`src/rtl/btb_pkg.sv`:
```
// Package for the blocked transpose buffer: word structs, config struct,
// register map codes and default sizes. No dependencies.
package btb_pkg;

  localparam int STORE_DEPTH_DEF = 4096;
  localparam int ELEM_WIDTH_DEF  = 32;

  // Z block sizes for full (32-bit) and half (16-bit) elements
  localparam int ZB_FULL = 8;
  localparam int ZB_HALF = 16;

  localparam int IDX_W  = 28;  // wide enough for any input index the counters can form
  localparam int OIDX_W = 12;

  localparam logic [6:0]  RST_BLOCK_SIZE_XY = 7'd8;
  localparam logic [6:0]  RST_NUM_XY_BLOCKS = 7'd1;
  localparam logic [12:0] RST_NUM_Z         = 13'd16;
  localparam logic        RST_HALF_MODE     = 1'b0;

  typedef enum logic [1:0] {
    REG_BLOCK_SIZE_XY = 2'd0,
    REG_NUM_XY_BLOCKS = 2'd1,
    REG_NUM_Z         = 2'd2,
    REG_HALF_MODE     = 2'd3
  } reg_idx_t;

  typedef struct packed {
    logic        command;
    logic [31:0] data_in;
  } in_t;

  typedef struct packed {
    logic [31:0]       data_out;
    logic [OIDX_W-1:0] out_index;
    logic              last;
  } out_t;

  typedef struct packed {
    logic [6:0]  block_size_xy;
    logic [6:0]  num_xy_blocks;
    logic [12:0] num_z;
    logic        half_mode;
  } cfg_t;

  // Read request from the address pipeline to the store
  typedef struct packed {
    logic              valid;
    logic [IDX_W-1:0]  in_idx;
    logic [OIDX_W-1:0] out_index;
    logic              last;
  } rd_req_t;

endpackage

```
`src/rtl/btb_regs.sv`:
```
// Configuration registers behind the APB-style port.
// Depends on btb_pkg.
module btb_regs (
  input  logic               clk,
  input  logic               rst,
  input  logic               psel,
  input  logic               penable,
  input  logic               pwrite,
  input  logic [3:0]         paddr,
  input  logic [31:0]        pwdata,
  output logic [31:0]        prdata,
  output logic               pready,
  output btb_pkg::cfg_t      cfg
);

  btb_pkg::reg_idx_t sel;
  logic              wr;

  assign sel    = btb_pkg::reg_idx_t'(paddr[3:2]);
  assign wr     = psel && penable && pwrite;
  assign pready = 1'b1;

  always_ff @(posedge clk) begin
    if (rst) begin
      cfg.block_size_xy <= btb_pkg::RST_BLOCK_SIZE_XY;
      cfg.num_xy_blocks <= btb_pkg::RST_NUM_XY_BLOCKS;
      cfg.num_z         <= btb_pkg::RST_NUM_Z;
      cfg.half_mode     <= btb_pkg::RST_HALF_MODE;
    end else if (wr) begin
      case (sel)
        btb_pkg::REG_BLOCK_SIZE_XY: cfg.block_size_xy <= pwdata[6:0];
        btb_pkg::REG_NUM_XY_BLOCKS: cfg.num_xy_blocks <= pwdata[6:0];
        btb_pkg::REG_NUM_Z:         cfg.num_z         <= pwdata[12:0];
        btb_pkg::REG_HALF_MODE:     cfg.half_mode     <= pwdata[0];
        default: ;
      endcase
    end
  end

  always_comb begin
    case (sel)
      btb_pkg::REG_BLOCK_SIZE_XY: prdata = {25'd0, cfg.block_size_xy};
      btb_pkg::REG_NUM_XY_BLOCKS: prdata = {25'd0, cfg.num_xy_blocks};
      btb_pkg::REG_NUM_Z:         prdata = {19'd0, cfg.num_z};
      btb_pkg::REG_HALF_MODE:     prdata = {31'd0, cfg.half_mode};
      default:                    prdata = 32'd0;
    endcase
  end

endmodule

```
`config.mk`:
```
export PLATFORM = sky130hd
export DESIGN_NAME = btb_regs
export DESIGN_NICKNAME = d
export VERILOG_FILES = /design/src/rtl/btb_pkg.sv /design/src/rtl/btb_regs.sv
export SDC_FILE = /design/constraint.sdc
export NUM_CORES = 1
export LEC_CHECK = 0
export ABC_AREA = 1
export BUFFER_PORTS_ARGS = -buffer_cell sky130_fd_sc_hd__buf_2
export CAP_MARGIN = 20
export CORE_MARGIN = 2
export CORE_UTILIZATION = 41
export DETAILED_ROUTE_END_ITERATION = 12
export GPL_TIMING_DRIVEN = 1
export HOLD_SLACK_MARGIN = 0.08
export PLACE_DENSITY = 0.79
export SYNTH_ARGS = -nofsm -noshare
export SYNTH_HDL_FRONTEND = slang
export SYNTH_SLANG_ARGS = --single-unit
export TNS_END_PERCENT = 100
```
`constraint.sdc`:
```
create_clock -name clk -period 1.2 [get_ports clk]
set_input_delay 0.18 -clock clk [delete_from_list [all_inputs] [get_ports clk]]
set_output_delay 0.18 -clock clk [all_outputs]
set_load 0.02 [all_outputs]
```
# Word-level counts from Yosys, hierarchy flattened
# Cells that the tools add are included.
[classes]
add_sub_neg = 0
n_mul = 0
div = 0
n_lt_le_gt_ge = 0
eq_ne = 3
shift = 0
n_mux = 1
bitwise_logic = 0
n_reduce_logical = 7
[ops]
columns = ["operator", "count"]
rows = [
  ["32-bit case mux with 4 select lines", 1],
  ["2-bit AND reduction", 4],
  ["2-bit == test, second input constant", 2],
  ["2-bit by 1-bit == test with 1-bit output, second input constant", 1],
  ["1-bit logical AND", 2],
  ["2-bit zero test", 1],
]
[word_totals]
regBits = 28
latch_bits = 0
mem_bits_rw = 0
romBits = 0
input_bits = 41
out_inout_bits = 61
word_cells = 15
memories = 0

# Depth between registers and ports, before layout
[depth]
depth_word = 3
mapped_depth = 6

# Worst setup path before layout
# No wires, ideal clock.
[synth_timing]
kind = "input -> output"
from = "in paddr[3]"
to = "out prdata[0]"
t_arrival_ns = 0.807
slack_ns = 0.213
path_stages = 4
n_path_buf = 1
cell_sequence = "nor2_1 -> buf_2 -> nand2_1 -> nand4_1"
[synth_via]
elab_chain_len = 2
elab_cells_between_ends = 5
classes_between = "eq/ne: 3; mux: 1; reduce/logical: 1"
[synth_rtl]
columns = ["element", "line", "rtl"]
rows = [
  ["from (decl)", "btb_regs.sv:9", "input logic [3:0] paddr,"],
  ["2-bit == test (tied with other cells)", "btb_regs.sv:41", "case (sel)"],
  ["32-bit case mux with 4 select lines (*)", "btb_regs.sv:41", ""],
  ["to (decl)", "btb_regs.sv:11", "output logic [31:0] prdata,"],
]
# Every way passes the cells marked *; elsewhere a longest branch is shown, timed or not. The select of a mux whose other input is x is not followed.

# Worst setup path after layout
[layout_timing]
from = "in paddr[3]"
to = "out prdata[2]"
# Same word-level chain as after synthesis.

==> reports/metrics.yaml <==
status: "finished clean"
drt-pass1-iter-count: 4
fin_crit_sh: 0.948
regMostFlops: "cfg"
final_net_count: 353
grt_max_degree: 29
use_met1: 0.233
area_growth_pct: 30.1
dp_hpwl_mm: 2.85
coreArea_um2: 3610
io_buffers: 60
setup_viol: 0
drt_iter0_drc: 87
fin_util: 0.544
grt_pass1_vias: 1385
min_path_cells: 3
fin_crit_ps: 1140
critical_path_class: "in2out"
startpoint_type: "input pin"
cap_violations: 0
via_per_inst: 4.44
post-place-ws_ps: 8.32
arrival_ps: 960
ys_seq_area_frac: 0.371
drive_gt1_frac: 0.300
finalHoldViolations: 0
grt_setup_unrepaired: "yes"
cts_buffers: 3
ys_types: 16
cts_sinks: 28
place_congestion: 0.844
fmaxAchievable_mhz: 879
antenna_cells: 0
cp_max_fo: 5
crit_required_ps: 1020
vias: 1589
yosys_warnings: 0
power.leakage_uw: 0.00106
die_area_um2: 4180
finalInstanceArea_um2: 1960
antenna_found_initial: 0
root_buffer: "clkbuf_8"
initial_core_util: 0.418
regArea_um2: 563
hp-class: "in2reg"
antenna_left: 0
synth_cells: 239
io_pins: 102
wirelength_mm: 3.90
ir_drop_mv: 0.419
grt-ovfl-total: 0
die_x_um: 64.7
hold_ws_ps: 129
path_cells: "clkbuf_4 > inv_2 > nor2_4 > buf_4 > nand2_1 > nand3_1 > buf_2"
fin_skew_ps: 0
endpoint_kind: "output port"
wl_per_cell_um: 10.9
globalRouteTotalUtil: 0.191
met3_usage: 0.0243
setup_ws_ps: 63.0
p_per_area_nw_per_um2: 943
reg2reg_depth: 2
cts_tree: "done"
reg_top3: "cfg x28"
placementRows: 22
htree_levels: 1
slowest_stage: "clkbuf_4"
die_y_um: 64.7
largest_register_ffs: 28
cts.reportedPaths.clkPinSlew_ps: 90
fillCellCount: 407
synth-seq-cells: 28
drv_slew: 0
cts_max_path_buffers: 2
syn_area_per_cell_um2: 6.31
grt_pass1_wl_mm: 6.32
layout_commonest_cell: "nor2_1"
dpl_cell_area_um2: 1850
grtUsageMet2: 0.346
clock_latency_ps: 270
multiInputGateArea_um2: 746
slowest_delay_ps: 160
drc: 0
grt_busiest_layer: "met2"
mostFrequentLayoutCells: "nor2_1 (57), buf_2 (55), nand2_1 (54), nand3_1 (34), dfxtp_1 (26)"
netlist_area_um2: 1510
==> power breakdown <==
part / internal (uW) / total, uW / switching, uW
registers: 949 / 963 / 14.1
logic: 122 / 367 / 244
clock network: 226 / 520 / 295
==> metrics by stage <==
step | power, uW | cells | TNS [ps]
after detailed placement | 1330 | 351 | 0
final | 1850 | 358 | 0
after CTS | 1840 | 354 | 0
after global placement | 1320 | 351 | 0
after global routing | 1940 | 358 | -22.0
after floorplan | 1260 | 257 | 0
==> repair_timing <==
item                       CTS  global route
hold buffers                 0             0
setup buffers                0             4
setup endpoints to repair    0             7
resized for setup            0            16
==> cells in the mapped netlist (all sizes together) <==
master	instances	share of area
nand3	35	0.12
nand2	55	0.14
o21ai	3	0.0099
inv	24	0.060
nand4	1	0.0041
conb	2	0.0050
nor2	62	0.16
dfxtp	28	0.37
buf	28	0.13
a21oi	1	0.0033
==> cell families (layout without fill, tap and decap cells) <==
family | count (synthesis) | count (layout) | share of synthesized area
AO/OA/AOI/OAI | 4 | 4 | 0.0133
AND/OR/NAND/NOR | 153 | 153 | 0.423
other | 2 | 20 | 0.00498
flip-flops | 28 | 28 | 0.371
buffers and inverters | 52 | 105 | 0.187
==> routing by layer <==
| metal | up-vias | share of wire |
|---|---|---|
| met3 | 6 | 0.065 |
| met4 | 0 | 0.011 |
| met2 | 56 | 0.52 |
| met5 | - | 0 |
| li1 | 830 | - |
| met1 | 697 | 0.41 |
==> worst max-delay path: cells and delay by family <==
| family | cells | cell delay, ps |
|---|---|---|
| and+or+nand+nor | 3 | 230 |
| buffers and inverters | 4 | 540 |
==> path summary, 6_finish.rpt <==
check	from	end	slack (ps)
setup / recovery	paddr[3]	prdata[2]	60
hold / removal	pwdata[0]	cfg[14]$_SDFFE_PP1P_	130
setup reg to reg	cfg[15]$_SDFFE_PP0P_	cfg[15]$_SDFFE_PP0P_	580
hold reg to reg	cfg[8]$_SDFFE_PP0P_	cfg[8]$_SDFFE_PP0P_	500
==> area by class of cell <==
cell class / count / share of cell area
multi-input cells: 177 / 0.380
flip-flops and latches: 28 / 0.287
repair buffers: 78 / 0.236
inverters: 24 / 0.0459
well taps: 48 / 0.0306
clock buffers: 3 / 0.0210
No activity file was read; power rests on OpenSTA's default activity.
