[config.mk]
export PLATFORM = sky130hd
export DESIGN_NAME = btb_walk
export DESIGN_NICKNAME = d
export VERILOG_FILES = /design/src/rtl/btb_pkg.sv /design/src/rtl/btb_walk.sv
export SDC_FILE = /design/constraint.sdc
export NUM_CORES = 1
export LEC_CHECK = 0
export BUFFER_PORTS_ARGS = -buffer_cell sky130_fd_sc_hd__buf_2
export CAP_MARGIN = 40
export CORE_UTILIZATION = 40
export DETAILED_ROUTE_END_ITERATION = 10
export HOLD_SLACK_MARGIN = 0.05
export PLACE_DENSITY = 0.58
export SLEW_MARGIN = 30
export SYNTH_ARGS = -nofsm -noshare
export SYNTH_HDL_FRONTEND = slang
export SYNTH_SLANG_ARGS = --single-unit
[constraint.sdc]
create_clock -name clk -period 13.97 [get_ports clk]
set_input_delay 2.794 -clock clk [delete_from_list [all_inputs] [get_ports clk]]
set_output_delay 2.794 -clock clk [all_outputs]
set_load 0.02 [all_outputs]
[src/rtl/btb_pkg.sv]
// Package for the blocked transpose buffer: word structs, config struct,
// register map codes and default sizes. No dependencies.
package btb_pkg;

  localparam int STORE_DEPTH_DEF = 4096;
  localparam int ELEM_WIDTH_DEF  = 32;

  // Z block sizes for full (32-bit) and half (16-bit) elements
  localparam int ZB_FULL = 8;
  localparam int ZB_HALF = 16;

  localparam int IDX_W  = 28;  // wide enough for any input index the counters can form
  localparam int OIDX_W = 12;

  localparam logic [6:0]  RST_BLOCK_SIZE_XY = 7'd8;
  localparam logic [6:0]  RST_NUM_XY_BLOCKS = 7'd1;
  localparam logic [12:0] RST_NUM_Z         = 13'd16;
  localparam logic        RST_HALF_MODE     = 1'b0;

  typedef enum logic [1:0] {
    REG_BLOCK_SIZE_XY = 2'd0,
    REG_NUM_XY_BLOCKS = 2'd1,
    REG_NUM_Z         = 2'd2,
    REG_HALF_MODE     = 2'd3
  } reg_idx_t;

  typedef struct packed {
    logic        command;
    logic [31:0] data_in;
  } in_t;

  typedef struct packed {
    logic [31:0]       data_out;
    logic [OIDX_W-1:0] out_index;
    logic              last;
  } out_t;

  typedef struct packed {
    logic [6:0]  block_size_xy;
    logic [6:0]  num_xy_blocks;
    logic [12:0] num_z;
    logic        half_mode;
  } cfg_t;

  // Read request from the address pipeline to the store
  typedef struct packed {
    logic              valid;
    logic [IDX_W-1:0]  in_idx;
    logic [OIDX_W-1:0] out_index;
    logic              last;
  } rd_req_t;

endpackage

[src/rtl/btb_walk.sv]
// Output walk: four nested counters and a three-stage index pipeline that
// turns counter values into the input index and the output index.
// Depends on btb_pkg.
module btb_walk (
  input  logic             clk,
  input  logic             rst,
  input  btb_pkg::cfg_t    cfg,
  input  logic             emit,
  output btb_pkg::rd_req_t rd
);

  // walk counters
  logic [6:0] xy_block_count;
  logic [9:0] z_block_count;
  logic [6:0] xy_elem_count;
  logic [4:0] z_elem_count;

  logic [4:0] bz;
  logic [9:0] nbz;
  logic       empty, go;
  logic       ze_wrap, xye_wrap, zb_wrap, xyb_wrap;

  assign bz    = cfg.half_mode ? 5'(btb_pkg::ZB_HALF) : 5'(btb_pkg::ZB_FULL);
  assign nbz   = cfg.half_mode ? {1'b0, cfg.num_z[12:4]} : cfg.num_z[12:3];
  assign empty = (cfg.block_size_xy == 7'd0) || (cfg.num_xy_blocks == 7'd0)
                 || (nbz == 10'd0);
  assign go    = emit && !empty;

  // a counter at or past the last value below its bound wraps on its next step
  assign ze_wrap  = ({1'b0, z_elem_count} + 6'd1) >= {1'b0, bz};
  assign xye_wrap = ({1'b0, xy_elem_count} + 8'd1) >= {1'b0, cfg.block_size_xy};
  assign zb_wrap  = ({1'b0, z_block_count} + 11'd1) >= {1'b0, nbz};
  assign xyb_wrap = ({1'b0, xy_block_count} + 8'd1) >= {1'b0, cfg.num_xy_blocks};

  always_ff @(posedge clk) begin
    if (rst) begin
      xy_block_count <= '0;
      z_block_count  <= '0;
      xy_elem_count  <= '0;
      z_elem_count   <= '0;
    end else if (go) begin
      z_elem_count <= ze_wrap ? 5'd0 : z_elem_count + 5'd1;
      if (ze_wrap) begin
        xy_elem_count <= xye_wrap ? 7'd0 : xy_elem_count + 7'd1;
        if (xye_wrap) begin
          z_block_count <= zb_wrap ? 10'd0 : z_block_count + 10'd1;
          if (zb_wrap) begin
            xy_block_count <= xyb_wrap ? 7'd0 : xy_block_count + 7'd1;
          end
        end
      end
    end
  end

  // stage 1: snapshot of the counters
  logic       s1_valid, s1_last;
  logic [9:0] s1_zb;
  logic [4:0] s1_ze;
  logic [6:0] s1_xyb, s1_xye;

  always_ff @(posedge clk) begin
    if (rst) begin
      s1_valid <= 1'b0;
    end else begin
      s1_valid <= go;
    end
  end

  always_ff @(posedge clk) begin
    s1_zb   <= z_block_count;
    s1_ze   <= z_elem_count;
    s1_xyb  <= xy_block_count;
    s1_xye  <= xy_elem_count;
    s1_last <= ze_wrap && xye_wrap && zb_wrap && xyb_wrap;
  end

  logic [13:0] zb_sh, z_row, xy_off, nxy;
  logic [11:0] z_term, lo_term, xye_sh;

  assign zb_sh   = cfg.half_mode ? {s1_zb, 4'd0} : {1'b0, s1_zb, 3'd0};
  assign z_row   = zb_sh + 14'(s1_ze);
  assign xy_off  = 14'(s1_xyb) * 14'(cfg.block_size_xy);
  assign nxy     = 14'(cfg.num_xy_blocks) * 14'(cfg.block_size_xy);
  assign z_term  = zb_sh[11:0] * 12'(cfg.block_size_xy);   // mod 4096 is all we need
  assign xye_sh  = cfg.half_mode ? {1'b0, s1_xye, 4'd0} : {2'b0, s1_xye, 3'd0};
  assign lo_term = xye_sh + 12'(s1_ze);

  // stage 2: partial products
  logic        s2_valid, s2_last;
  logic [13:0] s2_z, s2_xy_off, s2_nxy;
  logic [6:0]  s2_xye;
  logic [11:0] s2_z_term, s2_lo_term;

  always_ff @(posedge clk) begin
    if (rst) begin
      s2_valid <= 1'b0;
    end else begin
      s2_valid <= s1_valid;
    end
  end

  always_ff @(posedge clk) begin
    s2_z       <= z_row;
    s2_xy_off  <= xy_off;
    s2_nxy     <= nxy;
    s2_xye     <= s1_xye;
    s2_z_term  <= z_term;
    s2_lo_term <= lo_term;
    s2_last    <= s1_last;
  end

  logic [btb_pkg::IDX_W-1:0]  in_idx;
  logic [btb_pkg::OIDX_W-1:0] out_idx;

  assign in_idx  = btb_pkg::IDX_W'(s2_z) * btb_pkg::IDX_W'(s2_nxy)
                 + btb_pkg::IDX_W'(s2_xy_off) + btb_pkg::IDX_W'(s2_xye);
  assign out_idx = s2_xy_off[11:0] * cfg.num_z[11:0] + s2_z_term + s2_lo_term;

  // stage 3: read request
  always_ff @(posedge clk) begin
    if (rst) begin
      rd.valid <= 1'b0;
    end else begin
      rd.valid <= s2_valid;
    end
  end

  always_ff @(posedge clk) begin
    rd.in_idx    <= in_idx;
    rd.out_index <= out_idx;
    rd.last      <= s2_last;
  end

endmodule

Word-level counts from Yosys, hierarchy flattened
Index checks and enable logic that the tools add are counted.
{"block": "word_totals", "reg_bits": 177, "input_bits": 31, "output_inout_bits": 42}
{"block": "classes", "addsub": 14, "n_mul": 5, "order_cmp": 4, "mux": 8, "n_reduce_logical": 13}
{"op": "$add 28x14->28", "count": 1}
{"op": "$add 28x7->28", "count": 1}
{"op": "$mul 14x14->28", "count": 1}
{"op": "$mul 7x7->14", "count": 2}
{"op": "$add 12x12->12", "count": 2}
{"op": "$mux 10", "count": 2}
{"op": "$add 7x1->8 const B", "count": 2}
{"op": "$ge 8x7->1", "count": 2}
{"op": "$add 14x5->14", "count": 1}
{"op": "$add 7x1->7 const B", "count": 2}
{"op": "$logic_not 7->1", "count": 2}
{"op": "$mux 14", "count": 1}
{"op": "$mux 7", "count": 2}
{"op": "$add 11x5->12", "count": 1}
{"op": "$mul 12x12->12", "count": 1}
{"op": "$mul 12x7->12", "count": 1}
{"op": "$add 10x1->11 const B", "count": 1}
{"op": "$ge 11x10->1", "count": 1}
{"op": "$mux 11", "count": 1}
{"op": "$add 10x1->10 const B", "count": 1}
{"op": "$logic_not 10->1", "count": 1}
{"op": "$mux 5", "count": 2}
{"op": "$add 5x1->6 const B", "count": 1}
{"op": "$ge 6x5->1", "count": 1}
{"op": "7 further kinds", "count": 11}

Longest topological paths before layout
{"block": "depth", "depth_word": 6, "depth_mapped": 22, "mapped_depth_nobuf": 21}

Worst setup path before layout
No wires, ideal clock.
{"block": "synth_timing", "path_kind": "input-to-reg", "start": "in cfg[2] in the netlist's numbering", "end": "reg rd[11] in the netlist's numbering", "setup_ns": 0.058, "t_arrival_ns": 7.424, "required_time_ns": 13.912, "slack_ns": 6.488, "stages": 16, "cell_sequence": "clkbuf_1 and2_1 fa_1 fa_1 inv_1 fa_1 inv_1 fa_1 inv_1 fa_1 inv_1 fa_1 ha_1 or4b_2 o211ai_1 a211o_1"}
{"block": "synth_between", "elab_chain_len": 3}
{"item": "start: declaration", "line_no": "btb_walk.sv:7", "source": "input btb_pkg::cfg_t cfg,"}
{"item": "$mul 12x12->12", "line_no": "btb_walk.sv:117", "source": "assign out_idx = s2_xy_off[11:0] * cfg.num_z[11:0] + s2_z_term + s2_lo_term;"}
{"item": "$add 12x12->12 (2 in series)", "line_no": "btb_walk.sv:117"}
{"item": "named net out_idx, one bit", "line_no": "btb_walk.sv:113", "source": "logic [btb_pkg::OIDX_W-1:0] out_idx;"}
{"item": "end: declaration", "line_no": "btb_walk.sv:9", "source": "output btb_pkg::rd_req_t rd"}
The timed path passes the listed nets, and every way through them passes these cells.
A chain may end at the register's enable or synchronous reset.

Worst setup path after layout
{"block": "layout_timing", "start": "in cfg[6] in the netlist's numbering", "end": "reg rd[11] in the netlist's numbering"}
Same word-level chain as after synthesis.

==> results.cfg <==
[layout]
final_net_count = 2783
fill_cells = 4825
final_cell_mix = inv_1, fa_1, nand2_1, ha_1
layout_commonest_cell = inv_1
n_antenna_cell = 0
area_delta_synth_final_pct = 7.93
layout-drive-gt1-share_pct = 6.23

[global_route]
antenna_found_initial = 0
grt_pass1_vias = 15000
grt_max_degree = 42
grt_pass1_wl_mm = 77.8
grt-ovfl-total = 0
grt_usage_pct = 19.7

[critical_path]
cp_cell_sequence = buf_2, and2_1, fa_1, inv_1, fa_1, inv_1, fa_1, fa_1, inv_1, fa_1, inv_1, fa_1, ha_1, or4b_2, o211ai_1, a211o_1
startpoint_type = input port
cp_num_buf_inv = 5
slowest_delay_ps = 620
critPathArrivalTime_ps = 7640
worstPathRequired_ps = 14390
end_kind = flop
cp_common_cell = fa_1
slowest_stage = or4b_2
crit_path_max_fanout = 10
critPathKind = in2reg
cp_top_family = adder cells

[yosys]
ys_warn_count = 0
ys_seq_area_share_pct = 17.1
synthArstFlopShare_pct = 0
synth_top_area_share_pct = 28.2
ys_types = 80
syn_area_per_cell_sq_um = 9.15
synth_edf_count = 0
syn_inst = 2185
ys_seq_elements = 171
ys.flop_type = dfxtp_1
syn_area_sq_mm = 0.0200
synth_top_cell_by_area = fa_1
synth_area_leaders = fa_1, dfxtp_1, ha_1
synth.net_count = 2751

[power]
vdd_drop_max_mv = 0.0663
p_per_area_mw_per_mm2 = 62.8
p_leak_nw = 11.2
power_w = 0.00135

[sta]
rsz0062_at_grt = no
finalSetupTns_ps = 0
maxSlewHeadroom_pct = 48.4
slew_viol_final = 0
skew_ps = 18.6
period_share_pct = 51.7
hold_violations = 0
timing_worst_slew_pin_value_ps = 769
finalSetupViolations = 0
fmax_ghz = 0.138
period_needed_ps = 7230

[placed_design]
port_buffers = 72
routabilityCongestion = 0.869
dp_hpwl_mm = 37.9

[clocking]
htree_num_levels = 4
clock_path_buffers = 2
clock_latency_ps = 480
postCtsResizedCells = 0
postCtsHoldBufs = 0
post-cts-setup-buffer-count = 0
cts_root_buffer = clkbuf_16
numCtsBuffers = 17
cts_tree = built
cts.clk_slew.worst_paths_ps = 70
clock-sinks = 171

[floorplanning]
start_util_pct = 40.7
die_h_um = 226
core_area_sq_mm = 0.0492
die_area_sq_mm = 0.0509
rows = 81
die_x_um = 226
ios = 73

[detailed_routing]
wirelength_mm = 46.7
via_count = 14500
ant_nets = 0
via_per_inst = 5.00
drc = 0
drt_first_iter_violations = 681
detail_route.wl_per_cell_um = 16.1
drt_pass1_iterations = 5

[status]
status = finished clean

[worst_hold_path]
hold_path.class = reg2reg

[flow_run]
drv_cap = 0
[path summary, 6_finish.rpt]
check                           slack (ps)       start     end  cells past startpoint
worst min register to register         340     s2_last   rd[0]                      0
worst max register to register        7430  s2_nxy[10]  rd[40]                     18
worst max-delay path                  6740      cfg[6]  rd[11]                     16
worst min-delay path                   340     s2_last   rd[0]                      0
[cells by family (layout without fill, tap and decap cells)]
family	Yosys count	count (layout)	synth area share (%)
buffers and inverters	450	495	8.58
adder cells (fa/ha/maj)	535	535	44.1
multiplexers	22	22	1.16
XOR/XNOR	129	129	5.65
AND/OR/NAND/NOR	656	656	16.2
flip-flops	171	171	17.1
AO/OA/AOI/OAI	222	222	7.23
[Yosys cell counts, drive strengths merged, types with 3 or more instances]
| cell | instances |
|---|---|
| o31ai | 5 |
| nor3 | 9 |
| a21boi | 8 |
| buf | 9 |
| inv | 385 |
| o21ai | 47 |
| or2 | 4 |
| nand3b | 3 |
| nor4 | 9 |
| a211o | 3 |
| and2 | 172 |
| mux2i | 15 |
| nand4 | 8 |
| xor2 | 41 |
| o21bai | 10 |
| and3 | 15 |
| nand2 | 277 |
| a21oi | 76 |
| nand2b | 9 |
| o211ai | 6 |
| a211oi | 11 |
| clkbuf | 56 |
| xnor2 | 88 |
| fa | 282 |
| a21o | 16 |
| a31oi | 3 |
| nor3b | 6 |
| o41ai | 3 |
| mux2 | 7 |
| nor2b | 12 |
| nand3 | 26 |
| nor2 | 84 |
| or3 | 7 |
| o311ai | 3 |
| ha | 253 |
| nand4b | 5 |
| o21a | 13 |
| or4 | 4 |
| dfxtp | 171 |
[where the power goes]
| group | internal (W) | leakage (nW) | switching, W |
|---|---|---|---|
| logic | 0.000108 | 9.47 | 0.000153 |
| registers | 0.000515 | 1.39 | 0.0000782 |
| clock network | 0.000268 | 0.302 | 0.000232 |
| total | 0.000891 | 11.2 | 0.000463 |
[through the flow]
step           instance area [sq um]  hold WS, ps  setup slack (ps)  util (%)  std cells
2_1_floorplan                  20000          310              6490         -       2185
3_3_place_gp                   20900          320              6330      42.6       2860
6_report                       21600          340              6740      43.9       2894
4_1_cts                        21500          340              6760      43.8       2892
5_1_grt                        21600          359              6580      43.9       2894
3_5_place_dp                   20900          314              6250      42.6       2860
[metal layers]
metal | GRT usage, % | share of wire, % | up-vias | routed length, um
met5 | 0 | 0 | - | 0
met4 | 5.66 | 1.8 | 0 | 838
met3 | 2.91 | 3.9 | 43 | 1840
met2 | 31.3 | 46 | 273 | 21400
met1 | 27.6 | 48 | 7224 | 22600
li1 | - | - | 6917 | -
[worst register-to-register path, stage by stage, from the launching register on]
cell and delay (ps):
dfxtp_1 720, nand2_1 180, fa_1 580, inv_1 50, fa_1 460, fa_1 530, fa_1 520, fa_1 540
inv_1 50, fa_1 520, inv_1 40, ha_1 370, o21a_1 160, o21ai_2 70, or3_4 380, a2111oi_4 610
o31ai_2 200, a221oi_2 320, xnor2_1 150
[final cells by class]
class	instances	area [sq um]	share of cell area (%)
inverter	385	1450	6.70
tap	664	831	3.85
clock buffer	20	467	2.16
timing repair buffer	78	415	1.93
clock inverter	12	140	0.650
sequential	171	3420	15.9
multi-input combinational	1564	14800	68.8
[sequential cells by signal, indices dropped and copies added, names as in the netlist, 7 cells and up]
register        count
rd                 42
s1_xyb              7
s1_xye              7
s1_zb              10
s2_lo_term         12
s2_nxy             14
s2_xy_off          14
s2_xye              7
s2_z               11
s2_z_term           9
xy_block_count      7
xy_elem_count       7
z_block_count      10
Power figures use the tool's default switching activity.
